[src/sv/ubx_pkg.sv]
// ----------------------------------------------------------------------------
// UBX frame parser package
// Protocol constants, message and status codes, result type and the
// field offset tables of the navigation messages.
// ----------------------------------------------------------------------------
package ubx_pkg;

    localparam int FRAME_BYTES    = 64;
    localparam int HEADER_BYTES   = 6;
    localparam int FRAME_OVERHEAD = 8;

    localparam logic [7:0] SYNC_FIRST     = 8'hB5;
    localparam logic [7:0] SYNC_SECOND    = 8'h62;
    localparam logic [7:0] CLS_NAV        = 8'h01;
    localparam logic [7:0] CLS_ACK        = 8'h05;
    localparam logic [7:0] CLS_CFG        = 8'h06;
    localparam logic [7:0] ID_NAV_SOL     = 8'h06;
    localparam logic [7:0] ID_NAV_POSLLH  = 8'h02;
    localparam logic [7:0] ID_NAV_TIMEUTC = 8'h21;
    localparam logic [7:0] ID_ACK_ACK     = 8'h01;
    localparam logic [7:0] ID_ACK_NAK     = 8'h00;
    localparam logic [7:0] ID_CFG_PRT     = 8'h00;
    localparam logic [7:0] ID_CFG_RST     = 8'h04;

    localparam logic [2:0] MSG_UNKNOWN     = 3'd0;
    localparam logic [2:0] MSG_NAV_SOL     = 3'd1;
    localparam logic [2:0] MSG_NAV_POSLLH  = 3'd2;
    localparam logic [2:0] MSG_NAV_TIMEUTC = 3'd3;
    localparam logic [2:0] MSG_ACK         = 3'd4;
    localparam logic [2:0] MSG_NAK         = 3'd5;

    localparam logic [1:0] ST_OK        = 2'd0;
    localparam logic [1:0] ST_CHECKSUM  = 2'd1;
    localparam logic [1:0] ST_TOO_LONG  = 2'd2;
    localparam logic [1:0] ST_UNKNOWN   = 2'd3;

    localparam logic [1:0] SUBJ_CFG_PRT = 2'd0;
    localparam logic [1:0] SUBJ_CFG_RST = 2'd1;
    localparam logic [1:0] SUBJ_OTHER   = 2'd2;

    localparam logic KIND_FIELD  = 1'b0;
    localparam logic KIND_STATUS = 1'b1;

    typedef struct packed {
        logic        item_kind;
        logic [2:0]  frame_type;
        logic [3:0]  field_index;
        logic [31:0] field_value;
        logic [1:0]  status_code;
        logic [1:0]  ack_subject;
        logic        frame_end;
    } t_result;

    typedef struct packed {
        logic       hit;
        logic [3:0] index;
        logic [1:0] byte_sel;
        logic       last;
    } t_field_slot;

    localparam logic [7:0] SOL_OFF [14] = '{8'd10, 8'd14, 8'd16, 8'd17, 8'd18, 8'd22, 8'd26,
                                           8'd30, 8'd34, 8'd38, 8'd42, 8'd46, 8'd50, 8'd53};
    localparam logic [2:0] SOL_WID [14] = '{3'd4, 3'd2, 3'd1, 3'd1, 3'd4, 3'd4, 3'd4,
                                           3'd4, 3'd4, 3'd4, 3'd4, 3'd4, 3'd2, 3'd1};
    localparam logic [7:0] POS_OFF [7]  = '{8'd6, 8'd10, 8'd14, 8'd18, 8'd22, 8'd26, 8'd30};
    localparam logic [2:0] POS_WID [7]  = '{3'd4, 3'd4, 3'd4, 3'd4, 3'd4, 3'd4, 3'd4};
    localparam logic [7:0] UTC_OFF [9]  = '{8'd10, 8'd14, 8'd18, 8'd20, 8'd21, 8'd22, 8'd23,
                                           8'd24, 8'd25};
    localparam logic [2:0] UTC_WID [9]  = '{3'd4, 3'd4, 3'd2, 3'd1, 3'd1, 3'd1, 3'd1,
                                           3'd1, 3'd1};

    function automatic t_field_slot slot_of(input logic [7:0] pos, input logic [7:0] off,
                                            input logic [2:0] wid, input logic [3:0] idx);
        t_field_slot s;
        logic [8:0]  rel;
        rel        = {1'b0, pos} - {1'b0, off};
        s.hit      = (pos >= off) && ({1'b0, pos} < ({1'b0, off} + 9'(wid)));
        s.index    = idx;
        s.byte_sel = rel[1:0];
        s.last     = (rel == (9'(wid) - 9'd1));
        return s;
    endfunction

    function automatic t_field_slot field_lookup(input logic [2:0] frame_type,
                                                 input logic [7:0] pos);
        t_field_slot slot;
        t_field_slot t;
        slot = '0;
        for (int i = 0; i < 14; i++) begin
            t = slot_of(pos, SOL_OFF[i], SOL_WID[i], 4'(i));
            if (frame_type == MSG_NAV_SOL && t.hit) slot = t;
        end
        for (int i = 0; i < 7; i++) begin
            t = slot_of(pos, POS_OFF[i], POS_WID[i], 4'(i));
            if (frame_type == MSG_NAV_POSLLH && t.hit) slot = t;
        end
        for (int i = 0; i < 9; i++) begin
            t = slot_of(pos, UTC_OFF[i], UTC_WID[i], 4'(i));
            if (frame_type == MSG_NAV_TIMEUTC && t.hit) slot = t;
        end
        return slot;
    endfunction

endpackage

[src/sv/ubx_parse_core.sv]
// ----------------------------------------------------------------------------
// UBX parse core
// Byte state machine: sync hunt, header, Fletcher sum, field extraction
// and end of frame status, one byte per step.
// ----------------------------------------------------------------------------
module ubx_parse_core #(
    parameter int FRAME_BYTES = ubx_pkg::FRAME_BYTES
) (
    input  logic             i_clk,
    input  logic             i_rst_n,
    input  logic             i_step,
    input  logic [7:0]       i_rx_byte,
    output logic             o_emit,
    output ubx_pkg::t_result o_result
);
    import ubx_pkg::*;

    localparam logic [3:0] PH_HUNT1   = 4'd0;
    localparam logic [3:0] PH_HUNT2   = 4'd1;
    localparam logic [3:0] PH_CLASS   = 4'd2;
    localparam logic [3:0] PH_ID      = 4'd3;
    localparam logic [3:0] PH_LEN_LO  = 4'd4;
    localparam logic [3:0] PH_LEN_HI  = 4'd5;
    localparam logic [3:0] PH_PAYLOAD = 4'd6;
    localparam logic [3:0] PH_CK_A    = 4'd7;
    localparam logic [3:0] PH_CK_B    = 4'd8;

    logic [3:0]  r_phase, n_phase;
    logic [7:0]  r_pos, n_pos;
    logic [7:0]  r_class, n_class;
    logic [7:0]  r_id, n_id;
    logic [15:0] r_len, n_len;
    logic [7:0]  r_sum_a, n_sum_a;
    logic [7:0]  r_sum_b, n_sum_b;
    logic [31:0] r_acc, n_acc;
    logic [7:0]  r_ack_cls, n_ack_cls;
    logic [7:0]  r_ack_id, n_ack_id;

    logic [2:0]  w_type;
    logic [7:0]  w_sa_add;
    logic [7:0]  w_sb_add;
    logic [15:0] w_len_full;
    logic [1:0]  w_subject;
    logic [31:0] w_acc_new;
    t_field_slot w_slot;

    always_comb begin
        w_type = MSG_UNKNOWN;
        if (r_class == CLS_NAV) begin
            if (r_id == ID_NAV_SOL) w_type = MSG_NAV_SOL;
            else if (r_id == ID_NAV_POSLLH) w_type = MSG_NAV_POSLLH;
            else if (r_id == ID_NAV_TIMEUTC) w_type = MSG_NAV_TIMEUTC;
        end else if (r_class == CLS_ACK) begin
            if (r_id == ID_ACK_ACK) w_type = MSG_ACK;
            else if (r_id == ID_ACK_NAK) w_type = MSG_NAK;
        end
    end

    always_comb begin
        w_subject = SUBJ_OTHER;
        if ((w_type == MSG_ACK || w_type == MSG_NAK) && r_ack_cls == CLS_CFG) begin
            if (r_ack_id == ID_CFG_PRT) w_subject = SUBJ_CFG_PRT;
            else if (r_ack_id == ID_CFG_RST) w_subject = SUBJ_CFG_RST;
        end
    end

    assign w_sa_add   = r_sum_a + i_rx_byte;
    assign w_sb_add   = r_sum_b + w_sa_add;
    assign w_len_full = {i_rx_byte, r_len[7:0]};
    assign w_slot     = field_lookup(w_type, r_pos);
    assign w_acc_new  = (w_slot.byte_sel == 2'd0) ? {24'd0, i_rx_byte}
                      : (r_acc | ({24'd0, i_rx_byte} << {w_slot.byte_sel, 3'b000}));

    always_comb begin
        n_phase   = r_phase;
        n_pos     = r_pos;
        n_class   = r_class;
        n_id      = r_id;
        n_len     = r_len;
        n_sum_a   = r_sum_a;
        n_sum_b   = r_sum_b;
        n_acc     = r_acc;
        n_ack_cls = r_ack_cls;
        n_ack_id  = r_ack_id;
        o_emit    = 1'b0;
        o_result  = '{item_kind: KIND_STATUS, frame_type: w_type, field_index: 4'd0,
                      field_value: 32'd0, status_code: ST_OK, ack_subject: SUBJ_OTHER,
                      frame_end: 1'b1};
        case (r_phase)
            PH_HUNT1: begin
                if (i_rx_byte == SYNC_FIRST) n_phase = PH_HUNT2;
            end
            PH_HUNT2: begin
                if (i_rx_byte == SYNC_SECOND) begin
                    n_phase   = PH_CLASS;
                    n_pos     = 8'd2;
                    n_class   = '0;
                    n_id      = '0;
                    n_len     = '0;
                    n_sum_a   = '0;
                    n_sum_b   = '0;
                    n_acc     = '0;
                    n_ack_cls = '0;
                    n_ack_id  = '0;
                end else if (i_rx_byte != SYNC_FIRST) begin
                    n_phase = PH_HUNT1;
                end
            end
            PH_CLASS: begin
                n_class = i_rx_byte;
                n_sum_a = w_sa_add;
                n_sum_b = w_sb_add;
                n_pos   = 8'd3;
                n_phase = PH_ID;
            end
            PH_ID: begin
                n_id    = i_rx_byte;
                n_sum_a = w_sa_add;
                n_sum_b = w_sb_add;
                n_pos   = 8'd4;
                n_phase = PH_LEN_LO;
            end
            PH_LEN_LO: begin
                n_len   = {8'd0, i_rx_byte};
                n_sum_a = w_sa_add;
                n_sum_b = w_sb_add;
                n_pos   = 8'd5;
                n_phase = PH_LEN_HI;
            end
            PH_LEN_HI: begin
                n_len   = w_len_full;
                n_sum_a = w_sa_add;
                n_sum_b = w_sb_add;
                n_pos   = 8'(HEADER_BYTES);
                if ((17'(w_len_full) + 17'(FRAME_OVERHEAD)) > 17'(FRAME_BYTES)) begin
                    o_emit               = 1'b1;
                    o_result.status_code = ST_TOO_LONG;
                    n_phase              = PH_HUNT1;
                    n_pos                = 8'd0;
                end else if (w_len_full == 16'd0) begin
                    n_phase = PH_CK_A;
                end else begin
                    n_phase = PH_PAYLOAD;
                end
            end
            PH_PAYLOAD: begin
                n_sum_a = w_sa_add;
                n_sum_b = w_sb_add;
                if (w_type == MSG_ACK || w_type == MSG_NAK) begin
                    if (r_pos == 8'(HEADER_BYTES)) n_ack_cls = i_rx_byte;
                    else if (r_pos == 8'(HEADER_BYTES + 1)) n_ack_id = i_rx_byte;
                end
                if (w_slot.hit) begin
                    n_acc = w_acc_new;
                    if (w_slot.last) begin
                        o_emit   = 1'b1;
                        o_result = '{item_kind: KIND_FIELD, frame_type: w_type,
                                     field_index: w_slot.index, field_value: w_acc_new,
                                     status_code: ST_OK, ack_subject: SUBJ_OTHER,
                                     frame_end: 1'b0};
                    end
                end
                if ((17'(r_pos) + 17'd1) >= (17'(HEADER_BYTES) + 17'(r_len))) begin
                    n_phase = PH_CK_A;
                end
                n_pos = r_pos + 8'd1;
            end
            PH_CK_A: begin
                n_sum_a = r_sum_a ^ i_rx_byte;
                n_pos   = r_pos + 8'd1;
                n_phase = PH_CK_B;
            end
            PH_CK_B: begin
                o_emit               = 1'b1;
                o_result.ack_subject = w_subject;
                if (r_sum_a != 8'd0 || r_sum_b != i_rx_byte) begin
                    o_result.status_code = ST_CHECKSUM;
                end else if (w_type == MSG_UNKNOWN) begin
                    o_result.status_code = ST_UNKNOWN;
                end
                n_phase = PH_HUNT1;
                n_pos   = 8'd0;
            end
            default: begin
                n_phase = PH_HUNT1;
                n_pos   = 8'd0;
            end
        endcase
    end

    always_ff @(posedge i_clk) begin
        if (!i_rst_n) begin
            r_phase   <= PH_HUNT1;
            r_pos     <= '0;
            r_class   <= '0;
            r_id      <= '0;
            r_len     <= '0;
            r_sum_a   <= '0;
            r_sum_b   <= '0;
            r_acc     <= '0;
            r_ack_cls <= '0;
            r_ack_id  <= '0;
        end else if (i_step) begin
            r_phase   <= n_phase;
            r_pos     <= n_pos;
            r_class   <= n_class;
            r_id      <= n_id;
            r_len     <= n_len;
            r_sum_a   <= n_sum_a;
            r_sum_b   <= n_sum_b;
            r_acc     <= n_acc;
            r_ack_cls <= n_ack_cls;
            r_ack_id  <= n_ack_id;
        end
    end

endmodule

[src/sv/ubx_frame_parser_top.sv]
// ----------------------------------------------------------------------------
// UBX frame parser top level
// Parses a receiver byte stream into extracted navigation fields and one
// status transaction per frame.
//
// Input channel: i_valid / o_ready with i_rx_byte, one byte per transaction.
// Output channel: o_valid / i_ready with the result fields. Each byte gives
// zero or one result: a field transaction when the last byte of a known
// field arrives, a status transaction (o_frame_end high) at the second
// checksum byte or right after the length when the frame is too long.
// Throughput: one byte per cycle while no result waits on a low i_ready. A byte
// is held in an input register, runs through the parse logic once the output
// register is free, and its result is registered in the output register.
// Reset empties both registers and returns the parser to the sync hunt.
// When i_ready is low and a result waits, the input register holds one more
// byte; o_ready then drops until the result is taken.
// ----------------------------------------------------------------------------
module ubx_frame_parser_top #(
    parameter int FRAME_BYTES = ubx_pkg::FRAME_BYTES
) (
    input  logic        i_clk,
    input  logic        i_rst_n,
    input  logic        i_valid,
    output logic        o_ready,
    input  logic [7:0]  i_rx_byte,
    output logic        o_valid,
    input  logic        i_ready,
    output logic        o_item_kind,
    output logic [2:0]  o_frame_type,
    output logic [3:0]  o_field_index,
    output logic [31:0] o_field_value,
    output logic [1:0]  o_status_code,
    output logic [1:0]  o_ack_subject,
    output logic        o_frame_end
);
    import ubx_pkg::*;

    logic       r_in_valid;
    logic [7:0] r_in_byte;
    logic       r_out_valid;
    t_result    r_out;

    logic    w_adv;
    logic    w_step;
    logic    w_emit;
    t_result w_result;

    assign w_adv   = !r_out_valid || i_ready;
    assign w_step  = r_in_valid && w_adv;
    assign o_ready = !r_in_valid || w_adv;

    ubx_parse_core #(
        .FRAME_BYTES (FRAME_BYTES)
    ) u_core (
        .i_clk     (i_clk),
        .i_rst_n   (i_rst_n),
        .i_step    (w_step),
        .i_rx_byte (r_in_byte),
        .o_emit    (w_emit),
        .o_result  (w_result)
    );

    always_ff @(posedge i_clk) begin
        if (!i_rst_n) begin
            r_in_valid  <= 1'b0;
            r_out_valid <= 1'b0;
        end else begin
            if (o_ready) r_in_valid <= i_valid;
            if (w_adv) r_out_valid <= w_step && w_emit;
        end
    end

    always_ff @(posedge i_clk) begin
        if (i_valid && o_ready) r_in_byte <= i_rx_byte;
        if (w_step && w_emit) r_out <= w_result;
    end

    assign o_valid       = r_out_valid;
    assign o_item_kind   = r_out.item_kind;
    assign o_frame_type  = r_out.frame_type;
    assign o_field_index = r_out.field_index;
    assign o_field_value = r_out.field_value;
    assign o_status_code = r_out.status_code;
    assign o_ack_subject = r_out.ack_subject;
    assign o_frame_end   = r_out.frame_end;

    a_status_ends_frame: assert property (@(posedge i_clk) disable iff (!i_rst_n)
        o_valid |-> (o_item_kind == KIND_STATUS) == o_frame_end)
        else $error("status transaction and frame end disagree");

    a_field_nav_only: assert property (@(posedge i_clk) disable iff (!i_rst_n)
        (o_valid && o_item_kind == KIND_FIELD) |->
            (o_frame_type == MSG_NAV_SOL || o_frame_type == MSG_NAV_POSLLH ||
             o_frame_type == MSG_NAV_TIMEUTC))
        else $error("field transaction from a message without fields");

    a_ready_only_when_full: assert property (@(posedge i_clk) disable iff (!i_rst_n)
        !o_ready |-> (r_in_valid && r_out_valid && !i_ready))
        else $error("input stalled while a stage is free");

    a_no_result_after_reset: assert property (@(posedge i_clk)
        $past(!i_rst_n) |-> !o_valid)
        else $error("result valid right after reset");

endmodule
[config.mk]
export PLATFORM = sky130hd
export DESIGN_NAME = ubx_frame_parser_top
export DESIGN_NICKNAME = d
export VERILOG_FILES = /design/src/sv/ubx_pkg.sv /design/src/sv/ubx_parse_core.sv /design/src/sv/ubx_frame_parser_top.sv
export SDC_FILE = /design/constraint.sdc
export NUM_CORES = 1
export LEC_CHECK = 0
export ABC_AREA = 1
export BUFFER_PORTS_ARGS = -buffer_cell sky130_fd_sc_hd__buf_4
export CAP_MARGIN = 20
export CORE_MARGIN = 8
export CORE_UTILIZATION = 53
export CTS_BUF_LIST = sky130_fd_sc_hd__clkbuf_4 sky130_fd_sc_hd__clkbuf_8
export DETAILED_ROUTE_END_ITERATION = 16
export PLACE_DENSITY = 0.75
export SLEW_MARGIN = 20
export SYNTH_ARGS = -nofsm -noshare
export SYNTH_HDL_FRONTEND = slang
export SYNTH_SLANG_ARGS = --single-unit
[constraint.sdc]
create_clock -name i_clk -period 6.44 [get_ports i_clk]
set_input_delay 1.288 -clock i_clk [delete_from_list [all_inputs] [get_ports i_clk]]
set_output_delay 1.288 -clock i_clk [all_outputs]
set_load 0.03 [all_outputs]
==> impl_metrics.sql <==
INSERT INTO impl_metrics (metric_group, metric, value, unit) VALUES
('layout', 'post_route_cells_drive_above_1_share', '10.78', '%'),
('pwr', 'power', '1.914', 'mW'),
('die', 'rows', '52', ''),
('clock_network', 'cts_repair_resize_count', '0', ''),
('setup_path', 'cpMostUsedCell', 'nand2_1', ''),
('sta', 'timing_worst_slew_pin_value', '1072', 'ps'),
('sta', 'maxSlewViolCount', '0', ''),
('clock_network', 'cts_hold_buffers', '0', ''),
('clock_network', 'cts_root_buffer', 'clkbuf_8', ''),
('sta', 'fin_crit_sh', '82.83', '%'),
('clock_network', 'clock_sinks', '162', ''),
('yosys', 'netlist.area_leader.share', '20.07', '%'),
('clock_network', 'cts_made_buffers', '17', ''),
('sta', 'grt_setup_unrepaired', 'false', ''),
('sta', 'setup_violations', '0', ''),
('clock_network', 'clk_latency', '460', 'ps'),
('yosys', 'ys_seq_elements', '162', ''),
('clock_network', 'clkTransAtPathRegs', '90', 'ps'),
('yosys', 'async_reset_ff_share', '0', '%'),
('yosys', 'postSynthCellCount', '1609', ''),
('layout', 'num_antenna_cells', '0', ''),
('clock_network', 'post-cts-setup-buffers', '0', ''),
('run_status', 'status', 'finished clean', ''),
('die', 'floorplan.io_pins', '59', ''),
('die', 'core_region_area', '20300', 'sq um'),
('worst_hold_path', 'worstHoldStart', 'u_core.r_acc[14]$_SDFFE_PN0P_', ''),
('yosys', 'synth-seq-area-share', '34.29', '%'),
('detailed_routing', 'antenna_left', '0', ''),
('grt', 'maximum_number_of_pins_on_one_net_before_global_route_repair', '88', ''),
('yosys', 'synth_cell_types', '61', ''),
('detailed_routing', 'wl_per_cell', '17.01', 'microns'),
('worst_hold_path', 'hold_path.class', 'reg -> reg', ''),
('yosys', 'post-synth-top-count-cell', 'nand2_1', ''),
('layout', 'area_growth_syn_to_layout', '8.996', '%'),
('setup_path', 'reg2reg_capture_point', 'o_field_index[0]$_SDFFCE_PP0P_', ''),
('sta', 'setup_total_negative_slack', '0', 'ps'),
('detailed_routing', 'totalWireLength', '32.68', 'mm'),
('setup_path', 'crit_path_top_delay_cell', 'dfxtp_1', ''),
('yosys', 'post_synth_most_frequent_cells', '347 x nand2_1, 222 x nor2_1, 197 x inv_1', ''),
('setup_path', 'worstPathArrival', '5430', 'ps'),
('clock_network', 'tritoncts', 'done', ''),
('yosys', 'syn_area', '10970', 'sq um'),
('sta', 'timing.final.crit_period', '5334', 'ps'),
('clock_network', 'htree_num_levels', '4', ''),
('placed_design', 'globalplace.congestion', '1.047', ''),
('placed_design', 'numPortBuffers', '58', ''),
('detailed_routing', 'via_count', '10982', ''),
('pwr', 'vdd.ir_drop.worst', '0.2638', 'mV'),
('yosys', 'syn_nets', '1665', ''),
('sta', 'finalHoldViolCount', '0', ''),
('setup_path', 'timing.reg2reg.worst_path_depth', '40', ''),
('die', 'start_util', '54.06', '%'),
('layout', 'final.fill_count', '1934', ''),
('setup_path', 'rrSetupSlack', '1110', 'ps'),
('sta', 'skew', '13.71', 'ps'),
('run', 'max_cap_viol_count', '0', ''),
('detailed_routing', 'detail_route.vias_per_cell', '5.717', ''),
('die', 'fp.dieH', '159.9', 'microns'),
('setup_path', 'start_kind', 'flop', ''),
('setup_path', 'critPathRequiredTime', '6540', 'ps'),
('detailed_routing', 'drtIter0Drc', '1190', ''),
('pwr', 'leakagePower', '5.108', 'nW'),
('die', 'die_area', '25570', 'sq um'),
('grt', 'groute.usage.overall', '25.24', '%'),
('clock_network', 'clock_path_buffers', '2', ''),
('yosys', 'yosysWarningCount', '0', ''),
('sta', 'timing.fmax', '0.1875', 'GHz'),
('grt', 'grt_pass1_vias', '10295', ''),
('setup_path', 'critPathMaxFanout', '43', ''),
('detailed_routing', 'first_pass_iters', '6', ''),
('yosys', 'synth_top_cells_by_area', 'dfxtp_1 20%, edfxtp_1 14%, nand2_1 12%, a21oi_1 7.8%, nor2_1 7.6%', '');
-- cells by family (layout without fill, tap and decap cells) --
group / after synthesis / in the layout / share of synthesized area [%]
adders and majority gates: 44 / 44 / 5.153
xor gates and xnor gates: 38 / 38 / 3.033
buffers and inverters: 282 / 324 / 10.30
DFF: 162 / 162 / 34.29
and+or+nand+nor: 751 / 751 / 29.45
AOI/OAI and AO/OA: 332 / 332 / 17.77
-- worst max-delay path by stage --
stage | startpoint | end | cells after the start
after CTS | u_core.r_pos[1]$_SDFFE_PN0P_ | o_field_index[2]$_SDFFCE_PP0P_ | 41
after detailed placement | u_core.r_pos[1]$_SDFFE_PN0P_ | o_frame_type[2]$_DFFE_PP_ | 41
final | u_core.r_pos[1]$_SDFFE_PN0P_ | o_field_index[0]$_SDFFCE_PP0P_ | 40
after floorplan | u_core.r_pos[3]$_SDFFE_PN0P_ | o_ack_subject[0]$_SDFFCE_PP0P_ | 45
after global routing | u_core.r_pos[1]$_SDFFE_PN0P_ | o_field_index[3]$_SDFFCE_PN0P_ | 44
after global placement | u_core.r_pos[1]$_SDFFE_PN0P_ | o_field_index[0]$_SDFFCE_PP0P_ | 41
-- final cells by class --
cell class	instances	area, sq um	share of cell area [%]
Inverter	220	829.5	6.935
Sequential cell	162	3764	31.46
Multi-Input combinational cell	1165	6088	50.90
Clock buffer	19	249.0	2.082
Clock inverter	13	152.6	1.276
Tap cell	270	337.8	2.824
Timing Repair Buffer	72	540.5	4.519
-- worst max-delay path: cells and delay by family, from the launching register on --
kind / cells / cell delay [ps]
AO/OA/AOI/OAI: 3 / 710
flip-flops: 1 / 700
buffers and inverters: 4 / 930
adder cells (fa/ha/maj): 1 / 380
AND/OR/NAND/NOR: 32 / 2200
-- sequential cells by signal (all words and copies together) (netlist names), 2 cells and up --
| register | cells |
|---|---|
| u_core.r_len | 16 |
| u_core.r_sum_a | 8 |
| r_in_byte | 8 |
| u_core.r_acc | 32 |
| u_core.r_id | 8 |
| o_field_index | 4 |
| u_core.r_class | 8 |
| o_field_value | 32 |
| o_ack_subject | 2 |
| u_core.r_ack_cls | 8 |
| u_core.r_phase | 4 |
| u_core.r_ack_id | 8 |
| o_status_code | 2 |
| u_core.r_sum_b | 8 |
| u_core.r_pos | 8 |
| o_frame_type | 3 |
-- cells in the final DEF (no fill, tap or decap), types with 15 or more instances in the layout --
cell type | synthesis | routed
nand3_1 | 68 | 68
a211oi_1 | 16 | 16
dfxtp_1 | 110 | 110
nor2_1 | 222 | 222
nor4_1 | 15 | 15
nand4_1 | 20 | 20
xor2_1 | 32 | 32
ha_1 | 42 | 42
a21oi_1 | 170 | 169
o21ai_0 | 63 | 63
inv_1 | 197 | 196
edfxtp_1 | 52 | 52
inv_2 | 15 | 16
clkbuf_8 | 0 | 17
buf_4 | 8 | 72
nand2_1 | 347 | 347
nor3_1 | 33 | 33
-- report_power, final --
group,internal [mW],switching [mW]
registers,1.05,0.0208
logic,0.0262,0.0515
clock network,0.361,0.402
total,1.44,0.475
-- metrics by stage --
step | worst slack, ps | instance area, sq um | std cells | hold slack [ps] | util [%]
global placement | 1266 | 11560 | 1889 | 448.5 | 56.93
floorplan | 1545 | 10970 | 1609 | 436.4 | -
detailed placement | 1233 | 11560 | 1889 | 455.0 | 56.93
finish | 1106 | 11960 | 1921 | 467.7 | 58.93
global route | 506.6 | 11960 | 1921 | 481.9 | 58.93
CTS | 1181 | 11960 | 1921 | 468.0 | 58.91
-- routing by layer --
metal	GRT usage, %	wire length [microns]	share of wire (%)	vias to the layer above
li1	-	-	-	5354
met1	32.32	13560	41	5043
met2	41.28	15260	47	494
met3	5.321	2853	8.7	91
met4	9.261	1011	3.1	0
met5	0	0	0	-
Note: power is estimated with default switching activity, not from simulation.
